### config.mk
export PLATFORM = sky130hd
export DESIGN_NAME = serial_line_input_assembler_top
export DESIGN_NICKNAME = d
export VERILOG_FILES = /design/src/design/sla_pkg.sv /design/src/design/sla_line_store.sv /design/src/design/sla_result_buffer.sv /design/src/design/serial_line_input_assembler_top.sv
export SDC_FILE = /design/constraint.sdc
export NUM_CORES = 1
export LEC_CHECK = 0
export BUFFER_PORTS_ARGS = -buffer_cell sky130_fd_sc_hd__buf_4
export CELL_PAD_IN_SITES_DETAIL_PLACEMENT = 1
export CELL_PAD_IN_SITES_GLOBAL_PLACEMENT = 1
export CORE_ASPECT_RATIO = 1.75
export CORE_MARGIN = 2
export CORE_UTILIZATION = 45
export CTS_BUF_LIST = sky130_fd_sc_hd__clkbuf_4
export DETAILED_ROUTE_END_ITERATION = 6
export GPL_TIMING_DRIVEN = 0
export PLACE_DENSITY_LB_ADDON = 0.1
export SETUP_SLACK_MARGIN = 0.02
export SLEW_MARGIN = 20
export SYNTH_ARGS = -nofsm -noshare
export SYNTH_HDL_FRONTEND = slang
export SYNTH_SLANG_ARGS = --single-unit
### constraint.sdc
create_clock -name clk_i -period 7.1 [get_ports clk_i]
set_input_delay 1.42 -clock clk_i [delete_from_list [all_inputs] [get_ports clk_i]]
set_output_delay 1.42 -clock clk_i [all_outputs]
set_load 0.01 [all_outputs]
### src/design/sla_pkg.sv
// Shared types and character constants of the serial line input assembler.
package sla_pkg;

  localparam int FILL_W = 7;

  localparam logic [7:0] CH_DELETE = 8'h7F;
  localparam logic [7:0] CH_CR     = 8'h0D;
  localparam logic [7:0] CH_LF     = 8'h0A;

  typedef enum logic [1:0] {
    OP_RX_BYTE = 2'd0,
    OP_ARM     = 2'd1,
    OP_READ    = 2'd2
  } op_e;

  typedef struct packed {
    logic              echo_valid;
    logic [7:0]        echo_byte;
    logic              line_full;
    logic              line_complete;
    logic [7:0]        read_data;
    logic [FILL_W-1:0] fill_level;
    logic              last;
  } result_t;

  typedef struct packed {
    logic wr_en;
    logic term_en;
    logic clr_all;
  } store_cmd_t;

endpackage

### src/design/sla_line_store.sv
// Line store memory with per-entry valid bits and a registered read port.
module sla_line_store #(
  parameter int LINE_DEPTH = 64,
  parameter int AW         = $clog2(LINE_DEPTH)
) (
  input  logic                clk_i,
  input  logic                rst_ni,
  input  sla_pkg::store_cmd_t cmd_i,
  input  logic [AW-1:0]       waddr_i,
  input  logic [7:0]          wdata_i,
  input  logic [AW-1:0]       taddr_i,
  input  logic                rd_en_i,
  input  logic [AW-1:0]       raddr_i,
  output logic [7:0]          rdata_o
);
  import sla_pkg::*;

  logic [7:0]            mem [LINE_DEPTH];
  logic [LINE_DEPTH-1:0] valid_q;
  logic [7:0]            rdata_q;
  logic [AW-1:0]         raddr_q;

  always_ff @(posedge clk_i) begin
    if (cmd_i.wr_en) begin
      mem[waddr_i] <= wdata_i;
    end
  end

  // A write in the same cycle as the read is forwarded to the read data.
  always_ff @(posedge clk_i) begin
    if (rd_en_i) begin
      raddr_q <= raddr_i;
      if (cmd_i.wr_en && (waddr_i == raddr_i)) begin
        rdata_q <= wdata_i;
      end else begin
        rdata_q <= mem[raddr_i];
      end
    end
  end

  always_ff @(posedge clk_i or negedge rst_ni) begin
    if (!rst_ni) begin
      valid_q <= '0;
    end else if (cmd_i.clr_all) begin
      valid_q <= '0;
    end else begin
      if (cmd_i.wr_en) begin
        valid_q[waddr_i] <= 1'b1;
      end
      if (cmd_i.term_en) begin
        valid_q[taddr_i] <= 1'b0;
      end
    end
  end

  assign rdata_o = valid_q[raddr_q] ? rdata_q : 8'h00;

endmodule

### src/design/sla_result_buffer.sv
// Result register with a second slot for steps that give two results.
module sla_result_buffer (
  input  logic             clk_i,
  input  logic             rst_ni,
  input  logic             load_i,
  input  sla_pkg::result_t first_i,
  input  sla_pkg::result_t second_i,
  input  logic             two_i,
  input  logic             out_stall_i,
  output logic             out_valid_o,
  output sla_pkg::result_t out_o,
  output logic             free_o
);
  import sla_pkg::*;

  logic    out_v_q;
  logic    pend_v_q;
  result_t out_q;
  result_t pend_q;
  logic    out_take;

  assign out_take = out_v_q && !out_stall_i;
  assign free_o   = !pend_v_q && (!out_v_q || !out_stall_i);

  always_ff @(posedge clk_i or negedge rst_ni) begin
    if (!rst_ni) begin
      out_v_q  <= 1'b0;
      pend_v_q <= 1'b0;
    end else if (load_i) begin
      out_v_q  <= 1'b1;
      pend_v_q <= two_i;
    end else if (out_take) begin
      out_v_q  <= pend_v_q;
      pend_v_q <= 1'b0;
    end
  end

  always_ff @(posedge clk_i) begin
    if (load_i) begin
      out_q  <= first_i;
      pend_q <= second_i;
    end else if (out_take && pend_v_q) begin
      out_q <= pend_q;
    end
  end

  assign out_valid_o = out_v_q;
  assign out_o       = out_q;

endmodule

### src/design/serial_line_input_assembler_top.sv
// Top level of the serial line input assembler with echo.
//
//   channel  valid        stall        payload
//   input    in_valid_i   in_stall_o   operation_i rx_byte_i frame_error_i read_index_i
//   output   out_valid_o  out_stall_i  echo_valid_o echo_byte_o line_full_o
//                                      line_complete_o read_data_o fill_level_o last_o
//
// An input transfer lands in the input register, then its results in the result register.
// One item a cycle is sustained while the output does not stall; a carriage return or line
// feed holds the input while the result register sends its two echo results one per cycle.
// Reset disarms reception, empties the line and clears all entry valid bits at once.
// A stalled output holds its result and, in the same cycle, the input.
module serial_line_input_assembler_top #(
  parameter int LINE_DEPTH = 64
) (
  input  logic       clk_i,
  input  logic       rst_ni,
  input  logic       in_valid_i,
  output logic       in_stall_o,
  input  logic [1:0] operation_i,
  input  logic [7:0] rx_byte_i,
  input  logic       frame_error_i,
  input  logic [5:0] read_index_i,
  output logic       out_valid_o,
  input  logic       out_stall_i,
  output logic       echo_valid_o,
  output logic [7:0] echo_byte_o,
  output logic       line_full_o,
  output logic       line_complete_o,
  output logic [7:0] read_data_o,
  output logic [6:0] fill_level_o,
  output logic       last_o
);
  import sla_pkg::*;

  localparam int AW = $clog2(LINE_DEPTH);
  localparam int PW = $clog2(LINE_DEPTH + 1);

  logic          s1_v_q;
  logic [1:0]    s1_op_q;
  logic [7:0]    s1_ch_q;
  logic          s1_err_q;
  logic [5:0]    s1_idx_q;
  logic [PW-1:0] pos_q, pos_d;
  logic          armed_q, armed_d;

  logic          in_take;
  logic          adv;
  logic          out_free;
  store_cmd_t    st_cmd;
  logic [AW-1:0] taddr;
  logic [7:0]    store_rdata;
  logic          rd_ok;
  logic          two;
  logic          full;
  logic          done;
  logic [8:0]    pos_ext;
  result_t       r0, r1, out_res;

  assign adv        = s1_v_q && out_free;
  assign in_stall_o = s1_v_q && !adv;
  assign in_take    = in_valid_i && !in_stall_o;
  assign rd_ok      = {3'b000, s1_idx_q} < 9'(LINE_DEPTH);

  always_ff @(posedge clk_i or negedge rst_ni) begin
    if (!rst_ni) begin
      s1_v_q  <= 1'b0;
      pos_q   <= '0;
      armed_q <= 1'b0;
    end else begin
      if (in_take) begin
        s1_v_q <= 1'b1;
      end else if (adv) begin
        s1_v_q <= 1'b0;
      end
      if (adv) begin
        pos_q   <= pos_d;
        armed_q <= armed_d;
      end
    end
  end

  always_ff @(posedge clk_i) begin
    if (in_take) begin
      s1_op_q  <= operation_i;
      s1_ch_q  <= rx_byte_i;
      s1_err_q <= frame_error_i;
      s1_idx_q <= read_index_i;
    end
  end

  always_comb begin
    pos_d   = pos_q;
    armed_d = armed_q;
    st_cmd  = '0;
    taddr   = '0;
    r0      = '0;
    r1      = '0;
    two     = 1'b0;
    full    = 1'b0;
    done    = 1'b0;
    case (s1_op_q)
      OP_ARM: begin
        st_cmd.clr_all = 1'b1;
        pos_d          = '0;
        armed_d        = 1'b1;
      end
      OP_READ: begin
        r0.read_data = rd_ok ? store_rdata : 8'h00;
      end
      OP_RX_BYTE: begin
        if (armed_q && !s1_err_q) begin
          if (s1_ch_q == CH_DELETE) begin
            if (pos_q != '0) begin
              pos_d        = pos_q - PW'(1);
              r0.echo_valid = 1'b1;
              r0.echo_byte  = CH_DELETE;
            end
          end else begin
            if (pos_q < PW'(LINE_DEPTH)) begin
              st_cmd.wr_en = 1'b1;
              pos_d        = pos_q + PW'(1);
            end else begin
              armed_d = 1'b0;
              full    = 1'b1;
            end
            if (s1_ch_q == CH_CR) begin
              armed_d = 1'b0;
              done    = 1'b1;
              if (pos_d < PW'(LINE_DEPTH)) begin
                st_cmd.term_en = 1'b1;
                taddr          = pos_d[AW-1:0];
              end
            end
            if ((s1_ch_q == CH_CR) || (s1_ch_q == CH_LF)) begin
              two              = 1'b1;
              r0.echo_valid    = 1'b1;
              r0.echo_byte     = (s1_ch_q == CH_CR) ? CH_LF : CH_CR;
              r1.echo_valid    = 1'b1;
              r1.echo_byte     = s1_ch_q;
              r1.line_full     = full;
              r1.line_complete = done;
            end else begin
              r0.echo_valid    = 1'b1;
              r0.echo_byte     = s1_ch_q;
              r0.line_full     = full;
              r0.line_complete = done;
            end
          end
        end
      end
      default: begin
      end
    endcase
    if (!adv) begin
      st_cmd = '0;
    end
    pos_ext       = 9'(pos_d);
    r0.fill_level = pos_ext[FILL_W-1:0];
    r1.fill_level = pos_ext[FILL_W-1:0];
    r0.last       = !two;
    r1.last       = 1'b1;
  end

  sla_line_store #(
    .LINE_DEPTH (LINE_DEPTH),
    .AW         (AW)
  ) u_store (
    .clk_i   (clk_i),
    .rst_ni  (rst_ni),
    .cmd_i   (st_cmd),
    .waddr_i (pos_q[AW-1:0]),
    .wdata_i (s1_ch_q),
    .taddr_i (taddr),
    .rd_en_i (in_take),
    .raddr_i (AW'(read_index_i)),
    .rdata_o (store_rdata)
  );

  sla_result_buffer u_result (
    .clk_i       (clk_i),
    .rst_ni      (rst_ni),
    .load_i      (adv),
    .first_i     (r0),
    .second_i    (r1),
    .two_i       (two),
    .out_stall_i (out_stall_i),
    .out_valid_o (out_valid_o),
    .out_o       (out_res),
    .free_o      (out_free)
  );

  assign echo_valid_o    = out_res.echo_valid;
  assign echo_byte_o     = out_res.echo_byte;
  assign line_full_o     = out_res.line_full;
  assign line_complete_o = out_res.line_complete;
  assign read_data_o     = out_res.read_data;
  assign fill_level_o    = out_res.fill_level;
  assign last_o          = out_res.last;

endmodule

==> parameters.txt, run 1 <==
Parameter                              Value

Outcome
  Outcome    completed

Floorplan
  I/O pin count    50
  Floorplan core area    0.0591 sq mm
  Chip height    327 microns
  Placement Rows    118
  Initial Util    45.4%
  Die area    0.0616 sq mm
  Width of the die    189 microns

Setup path
  Worst Setup End Kind    register
  Worst endpoint required time    7.78 ns
  Slowest cell on the critical path    nor4_2
  Cells along the critical path    buf_4 -> buf_2 -> buf_1 -> xor2_1 -> nor4_1 -> nand3_1 -> nor4_2 -> buf_2 -> nor2_1 -> a22o_1
  Terminus of the critical flop-to-flop path    u_store.valid_q[21]
  Startpoint of the worst-slack reg-to-reg timing path    s1_ch_q[0]
  Slack of the worst reg-to-reg path    3.23 ns
  Worst reg2reg path depth    9
  Crit path max fanout    10
  Worst setup path class    primary input to register
  Largest stage delay, worst path    0.78 ns
  Signal arrival time at the worst endpoint    4.73 ns
  Kind of start point of the critical path    primary input
  Most Frequent Cell on Critical Path    buf_2

STA
  Number of hold violations in the final report    0
  Setup TNS    0 ns
  Pins over their slew limit    0
  Max Clock Skew    0.0580 ns
  Total setup violations reported at the end of the flow    0
  Unrepaired setup endpoints after global routing    no
  Worst slew pin tran    1.12 ns
  Max-slew headroom at the worst pin    25.1%
  Part of the cycle the worst path needs    57.0%
  Minimum clock period    4.04 ns
  Fmax    247 MHz
  Final worst setup slack    3.06 ns

Power
  Highest ir drop seen on vdd    0.129 mV
  LEAKAGE    10.6 nW
  Power Dens Cells    266 mW/mm^2

Route
  Count of nets left with antenna violations after detail routing    0
  Iter 0 DRT Violations    1363
  Number of vias in the routed layout    15.9k
  Wirelength, routed    89400 microns
  Number of iterations in the first detailed-routing pass    5
  Via-to-Cell Ratio    6.10
  Average detailed-routed wire length per instance    34.3 microns
  Total DRC errors in the routed layout    0

Placement
  Pre-CTS setup slack    2.13 ns
  HPWL after detailed placement    64000 microns
  Port Buffers    49
  Routability congestion estimate    0.907
  Cell total after placement    2327

Global route
  Overall track demand over capacity in global routing    29.8%
  Met3 track utilization from global routing    4.84%
  Met2 GRT Util    53.5%
  Maximum number of pins on one net before global-route repair    76
  Remaining global-route overflow    0
  Antenna violations before repair    2
  Met1 Usage GRT    31.2%
  Wire length of the first global-routing pass    126000 microns
  Via count of the first global-routing pass    17.2k
  Busiest grt layer    met2

Yosys
  Post-synthesis sequential area ratio    72.2%
  Proportion of register bits with asynchronous set or reset after synthesis    11.4%
  Number of enable flip-flop cells after synthesis    582
  Netlist Area Pre-Place    0.0268 sq mm
  Number of warning messages in the yosys log    0
  Top cells by area in the synthesized netlist    edfxtp_1 (65%), mux4_2 (12%), dfrtp_1 (7.0%)
  Most used standard cell by instance count after synthesis    edfxtp_1
  Post-Synthesis Mean Instance Area    18.5 sq um
  Post-synthesis cell type count    72
  Yosys reg bits    657
  Synth Flop Type    edfxtp_1
  Top cell type by total area after synthesis    edfxtp_1
  Synth cell count leaders    edfxtp_1 (582), mux4_2 (137), nor2_1 (96), dfrtp_1 (75), nand2_1 (60)
  Number of standard cells after synthesis    1451
  Area share of the largest cell type after synthesis    65.2%

Final layout
  Share of post-route cells with drive strength above 1    35.5%
  Area growth from synthesis to layout    15.7%
  Number of fill cells in the layout    5553
  Final net count    1726
  Non-filler cells, final    2607

CTS
  Clock transition at path regs    0.08 ns
  Clock tree root driver cell    clkbuf_4
  Clock buffer count from CTS    153
  Clock tree from TritonCTS    yes
  Clock net sink count    657
  Setup fix buffers added after clock tree synthesis    0
  Clock tree buffer depth    3
  # resized after CTS    0
  Cts hold-fix bufs    0
  H-tree depth    4
  Worst-skew pair later-pin latency    0.95 ns

Job
  Number of max-cap violations    0

Min path
  Path class of the lowest-slack min-delay path    primary input to asynchronous set/reset pin
## worst max path at each step
stage	to	from	depth (start not counted)	slack [ns]
finish	u_store.rdata_q[2]	read_index_i[5]	10	3.06
global route	u_store.valid_q[21]	s1_ch_q[3]	8	2.96
CTS	u_store.valid_q[53]	s1_ch_q[3]	8	2.97
detailed placement	u_store.valid_q[53]	out_stall_i	9	2.13
global placement	u_store.valid_q[52]	s1_ch_q[7]	7	1.94
floorplan	u_store.rdata_q[0]	read_index_i[2]	7	3.60
## area by class of cell
cell class / instances / area (sq um) / area share (%)
Antenna cell: 3 / 7.51 / 0.0242
Buffer: 87 / 455 / 1.47
Clock buffer: 222 / 1670 / 5.37
Clock inverter: 55 / 360 / 1.16
Inverter: 8 / 30.0 / 0.0968
Multi-Input combinational cell: 702 / 7150 / 23.1
Sequential cell: 657 / 19400 / 62.4
Tap cell: 780 / 976 / 3.15
Timing Repair Buffer: 93 / 1020 / 3.30
## cell usage in the layout (no fill, tap or decap), drive strengths merged, types with 4 or more instances in the layout
| cell | n |
|---|---|
| nor4 | 6 |
| a21oi | 11 |
| or3 | 5 |
| a22oi | 5 |
| o21a | 10 |
| mux2 | 23 |
| nand3 | 22 |
| o21ai | 32 |
| nor3 | 9 |
| o221ai | 4 |
| clkinv | 44 |
| bufinv | 4 |
| edfxtp | 582 |
| or2 | 4 |
| mux2i | 27 |
| nand2b | 20 |
| nand2 | 60 |
| nor2b | 17 |
| inv | 11 |
| xnor2 | 10 |
| dfrtp | 75 |
| clkinvlp | 4 |
| conb | 4 |
| nand4b | 5 |
| o221a | 48 |
| nor2 | 97 |
| a31oi | 18 |
| and3 | 16 |
| mux4 | 143 |
| a21o | 6 |
| xor2 | 9 |
| a22o | 13 |
| and2 | 7 |
| clkbuf | 256 |
| a211oi | 8 |
| nand4 | 9 |
| buf | 146 |
| o22ai | 19 |
## where the power goes
part,switching (W),total (W),internal (W)
Combinational,0.000512,0.000774,0.000262
Clock,0.00157,0.00316,0.00160
Sequential,0.0000381,0.00431,0.00427
Total,0.00212,0.00825,0.00614
## worst max-delay path: cells and delay by family
| family | cells | cell delay [ns] |
|---|---|---|
| simple gates | 4 | 1.42 |
| compound gates | 1 | 0.22 |
| xor+xnor | 1 | 0.14 |
| buf+inv | 4 | 1.51 |
## stage by stage
step / power (W) / util, % / cell area, sq um / hold slack (ns)
floorplan: 0.00482 / - / 26800 / 0.495
global placement: 0.00512 / 47.7 / 28200 / 0.518
detailed placement: 0.00517 / 49.1 / 29000 / 0.513
CTS: 0.00831 / 52.5 / 31000 / 0.534
global route: 0.00852 / 52.5 / 31000 / 0.536
finish: 0.00825 / 52.5 / 31000 / 0.496
## sequential cells by signal, summed over array words and instances, names as in the netlist, 6 cells and up
name	count
pos_q	7
u_store.valid_q	64
u_result.pend_q	18
u_result.out_o	27
u_store.rdata_q	8
u_store.raddr_q	6
s1_ch_q	8
u_store.mem	512
## metal layers
metal	wire length [microns]	share of wire, %	up-vias
met5	0	0	-
li1	-	-	6532
met4	7390	8.3	0
met1	29400	33	8343
met2	48000	54	729
met3	4630	5.2	294
## kinds of logic (layout without fill, tap and decap cells)
| logic type | after synthesis | after routing | share of synthesized area, % |
|---|---|---|---|
| xor gates and xnor gates | 19 | 19 | 0.621 |
| buffers and inverters | 95 | 465 | 1.81 |
| and+or+nand+nor | 288 | 288 | 5.42 |
| DFF | 657 | 657 | 72.2 |
| adders and majority gates | 3 | 3 | 0.140 |
| AOI/OAI and AO/OA | 195 | 195 | 5.75 |
| muxes | 193 | 193 | 14.1 |
| other | 1 | 7 | 0.0140 |
Power figures use the tool's default switching activity.
==> run 2: changes to the inputs <==
--- a/config.mk
+++ b/config.mk
@@ -5,6 +5,7 @@
 export SDC_FILE = /design/constraint.sdc
 export NUM_CORES = 1
 export LEC_CHECK = 0
+export ABC_AREA = 1
 export BUFFER_PORTS_ARGS = -buffer_cell sky130_fd_sc_hd__buf_4
 export CELL_PAD_IN_SITES_DETAIL_PLACEMENT = 1
 export CELL_PAD_IN_SITES_GLOBAL_PLACEMENT = 1
==> constraint.sdc (replaced) <==
create_clock -name clk_i -period 3.65 [get_ports clk_i]
set_input_delay 0.73 -clock clk_i [delete_from_list [all_inputs] [get_ports clk_i]]
set_output_delay 0.73 -clock clk_i [all_outputs]
set_load 0.01 [all_outputs]
==> run 2 against run 1 <==
The run now ends with negative setup slack left. Count of clock-buffer cells in the layout grew 18. Global-route usage grew 6.3 points. Non-clock buffer count rose by 82. Core utilization hardly changed. Die area grew 7.4%. Wire length grew 32%. Area after synthesis rose by 7.5%. Total power rose by 120%. Critical endpoint is now u_store.mem[35][2].
==> parameters.txt, run 2 <==
Parameter                              Value

Final layout
  Final net count    3043
  Number of fill cells in the layout    6962
  Area of combinational cells with multiple inputs    0.00855 sq mm
  Flip-flop count of the largest register, all copies and words added    512
  Area growth from synthesis to layout    15.5%
  Most common cell after layout, fill and taps aside    nand2_1
  Post-layout instance area    0.0333 sq mm
  Register bank with the most flops    u_store.mem
  Non-filler cells, final    3948
  Most frequent cells in the layout    nand2_1 (888), edfxtp_1 (582), nand3_1 (509)
  Share of post-route cells with drive strength above 1    17.4%
  Register cell area after layout    0.0194 sq mm

Floorplan
  Die area    0.0662 sq mm
  Floorplan core area    0.0633 sq mm
  I/O pin count    50
  Width of the die    195 microns
  Chip height    339 microns
  Placement Rows    122
  Initial Util    45.5%

Power
  LEAKAGE    13.0 nW
  Sequential share of power    49.4%
  Switching component of the power    0.00525 W
  Highest ir drop seen on vdd    0.337 mV
  Part of the total power dissipated in combinational logic    15.2%
  Sw Ratio    29.6%
  Power Dens Cells    533 mW/mm^2
  Clock network power share    35.3%
  Internal power    0.0125 W

CTS
  Clock buffer count from CTS    156
  Clock net sink count    657
  H-tree depth    4
  Clock tree from TritonCTS    yes
  Clock tree buffer depth    3
  Clock transition at path regs    0.08 ns
  Clock tree root driver cell    clkbuf_4
  Worst-skew pair later-pin latency    0.95 ns

STA
  Setup TNS    -0.0572 ns
  Unrepaired setup endpoints after global routing    yes
  Fmax    273 MHz
  Minimum clock period    3.66 ns
  Worst slew pin tran    1.24 ns
  Pins over their slew limit    0
  Max-slew headroom at the worst pin    17.3%
  Final worst hold slack    0.0624 ns
  Number of hold violations in the final report    0
  Final worst setup slack    -0.0147 ns
  Part of the cycle the worst path needs    100%
  Max Clock Skew    0.0641 ns
  Total setup violations reported at the end of the flow    6

Placement
  Standard cell area after detailed placement    0.0308 sq mm
  Port Buffers    49
  HPWL after detailed placement    85900 microns
  Pre-CTS setup slack    -0.640 ns
  Routability congestion estimate    0.951
  Cell total after placement    3640

Yosys
  Number of enable flip-flop cells after synthesis    582
  Post-Synthesis Mean Instance Area    10.5 sq um
  Post-synthesis sequential area ratio    67.1%
  Proportion of register bits with asynchronous set or reset after synthesis    11.4%
  Top cells by area in the synthesized netlist    edfxtp_1 (61%), nand2_1 (12%), nand3_1 (8.9%)
  Area share of the largest cell type after synthesis    60.6%
  Synth Flop Type    edfxtp_1
  Post-synthesis cell type count    43
  Number of warning messages in the yosys log    0
  Most used standard cell by instance count after synthesis    nand2_1
  Netlist Area Pre-Place    0.0288 sq mm
  Top cell type by total area after synthesis    edfxtp_1
  Yosys reg bits    657
  Synth cell count leaders    nand2_1 (888), edfxtp_1 (582), nand3_1 (511), nor2_1 (147), inv_1 (105)
  Number of standard cells after synthesis    2753

Route
  Count of nets left with antenna violations after detail routing    0
  Via-to-Cell Ratio    5.93
  Total DRC errors in the routed layout    0
  Average detailed-routed wire length per instance    30.0 microns
  Iter 0 DRT Violations    1874
  Number of iterations in the first detailed-routing pass    5
  Wirelength, routed    118000 microns
  Number of vias in the routed layout    23.4k

Outcome
  Outcome    finished with violations
  Violated checks    negative setup slack

Setup path
  Worst Setup End Kind    register
  Crit path max fanout    19
  Signal arrival time at the worst endpoint    4.19 ns
  Kind of start point of the critical path    register
  Worst endpoint required time    4.18 ns
  Worst setup path class    register to register

Global route
  Overall track demand over capacity in global routing    36.1%
  Remaining global-route overflow    0
  Maximum number of pins on one net before global-route repair    76
  Via count of the first global-routing pass    25.2k
  Antenna violations before repair    3
  Wire length of the first global-routing pass    169000 microns

Min path
  Path class of the lowest-slack min-delay path    primary input to register

Job
  Number of max-cap violations    0
==> run 2: cell count changes after synthesis, sizes merged, moves of 27 or more <==
cell	before	now
a21oi	11	50
buf	53	85
o221a	48	0
o211ai	3	44
mux2i	27	0
o21ai	32	99
nand2	60	899
nor2	97	165
nand3	22	519
mux4	143	0
inv	8	124
clkbuf	34	72
==> run 2: worst paths after layout <==
| path | startpoint | to | slack, ns | cells after the start |
|---|---|---|---|---|
| worst max-delay path | s1_ch_q[3] | u_store.mem[35][2] | -0.01 | 11 |
| worst min-delay path | read_index_i[1] | u_store.raddr_q[1] | 0.06 | 1 |
| worst max register to register | s1_ch_q[3] | u_store.mem[35][2] | -0.01 | 11 |
| worst min register to register | u_result.pend_q[1] | u_result.out_o[1] | 0.50 | 2 |
| max in group asynchronous | rst_ni | u_store.valid_q[53] | 2.65 | 2 |
| min in group asynchronous | rst_ni | armed_q | 0.39 | 2 |
==> run 2: kinds of logic (layout without fill, tap and decap cells) <==
kind of cell / after synthesis / after routing / synth area share [%]
DFF: 657 / 657 / 67.1
AOI/OAI and AO/OA: 197 / 197 / 3.96
and+or+nand+nor: 1606 / 1606 / 24.4
buffers and inverters: 284 / 667 / 4.18
xor gates and xnor gates: 5 / 5 / 0.178
adders and majority gates: 3 / 3 / 0.130
other: 1 / 7 / 0.0130
==> run 2: per-stage QoR <==
step | util [%] | total power (W)
floorplan | - | 0.0103
global placement | 47.7 | 0.0113
detailed placement | 48.7 | 0.0115
CTS | 52.4 | 0.0178
global route | 52.6 | 0.0184
finish | 52.6 | 0.0178
==> run 2: metal layers <==
| metal | part of all wire (%) | up-vias | routed length, microns | global-route usage [%] |
|---|---|---|---|---|
| met4 | 9.8 | 0 | 11600 | 31.6 |
| met3 | 5.6 | 457 | 6650 | 5.68 |
| met2 | 52 | 1090 | 61400 | 64.3 |
| met1 | 33 | 11800 | 38700 | 36.4 |
| met5 | 0 | - | 0 | 0 |
| li1 | - | 10100 | - | - |
==> run 2: power groups by stage <==
stage	clock network [W]	logic [W]	registers, W
floorplan	0	0.00137	0.00894
global placement	0	0.00226	0.00908
detailed placement	0	0.00261	0.00894
CTS	0.00634	0.00266	0.00878
global route	0.00666	0.00290	0.00881
finish	0.00627	0.00270	0.00878
==> run 2: what timing repair did <==
action / 4_1_cts / 5_1_grt
setup endpoints to repair: 255 / 211
gates resized for setup: 35 / 12
pin swaps: 3 / 1
endpoints found under the hold margin: 39 / 0
setup buffers: 6 / 2
hold buffers: 19 / 0
==> run 2: cell type report <==
type | count | share of cell area, %
Antenna cell | 3 | 0.0225
Buffer | 157 | 2.18
Clock buffer | 240 | 5.41
Clock inverter | 38 | 0.680
Inverter | 127 | 1.45
Multi-Input combinational cell | 1815 | 25.7
Sequential cell | 657 | 58.1
Tap cell | 806 | 3.03
Timing Repair Buffer | 105 | 3.43
==> run 2: worst max-delay path, cell delays in order, from the launching register on <==
cell,delay [ns]
edfxtp_1,0.74
buf_16,0.31
nand2_1,0.11
nor3_2,0.06
nand2_2,0.14
nand2_2,0.12
inv_2,0.13
nand3_2,0.14
buf_6,0.21
nor2_1,0.18
nand2_1,0.32
nor2_2,0.78
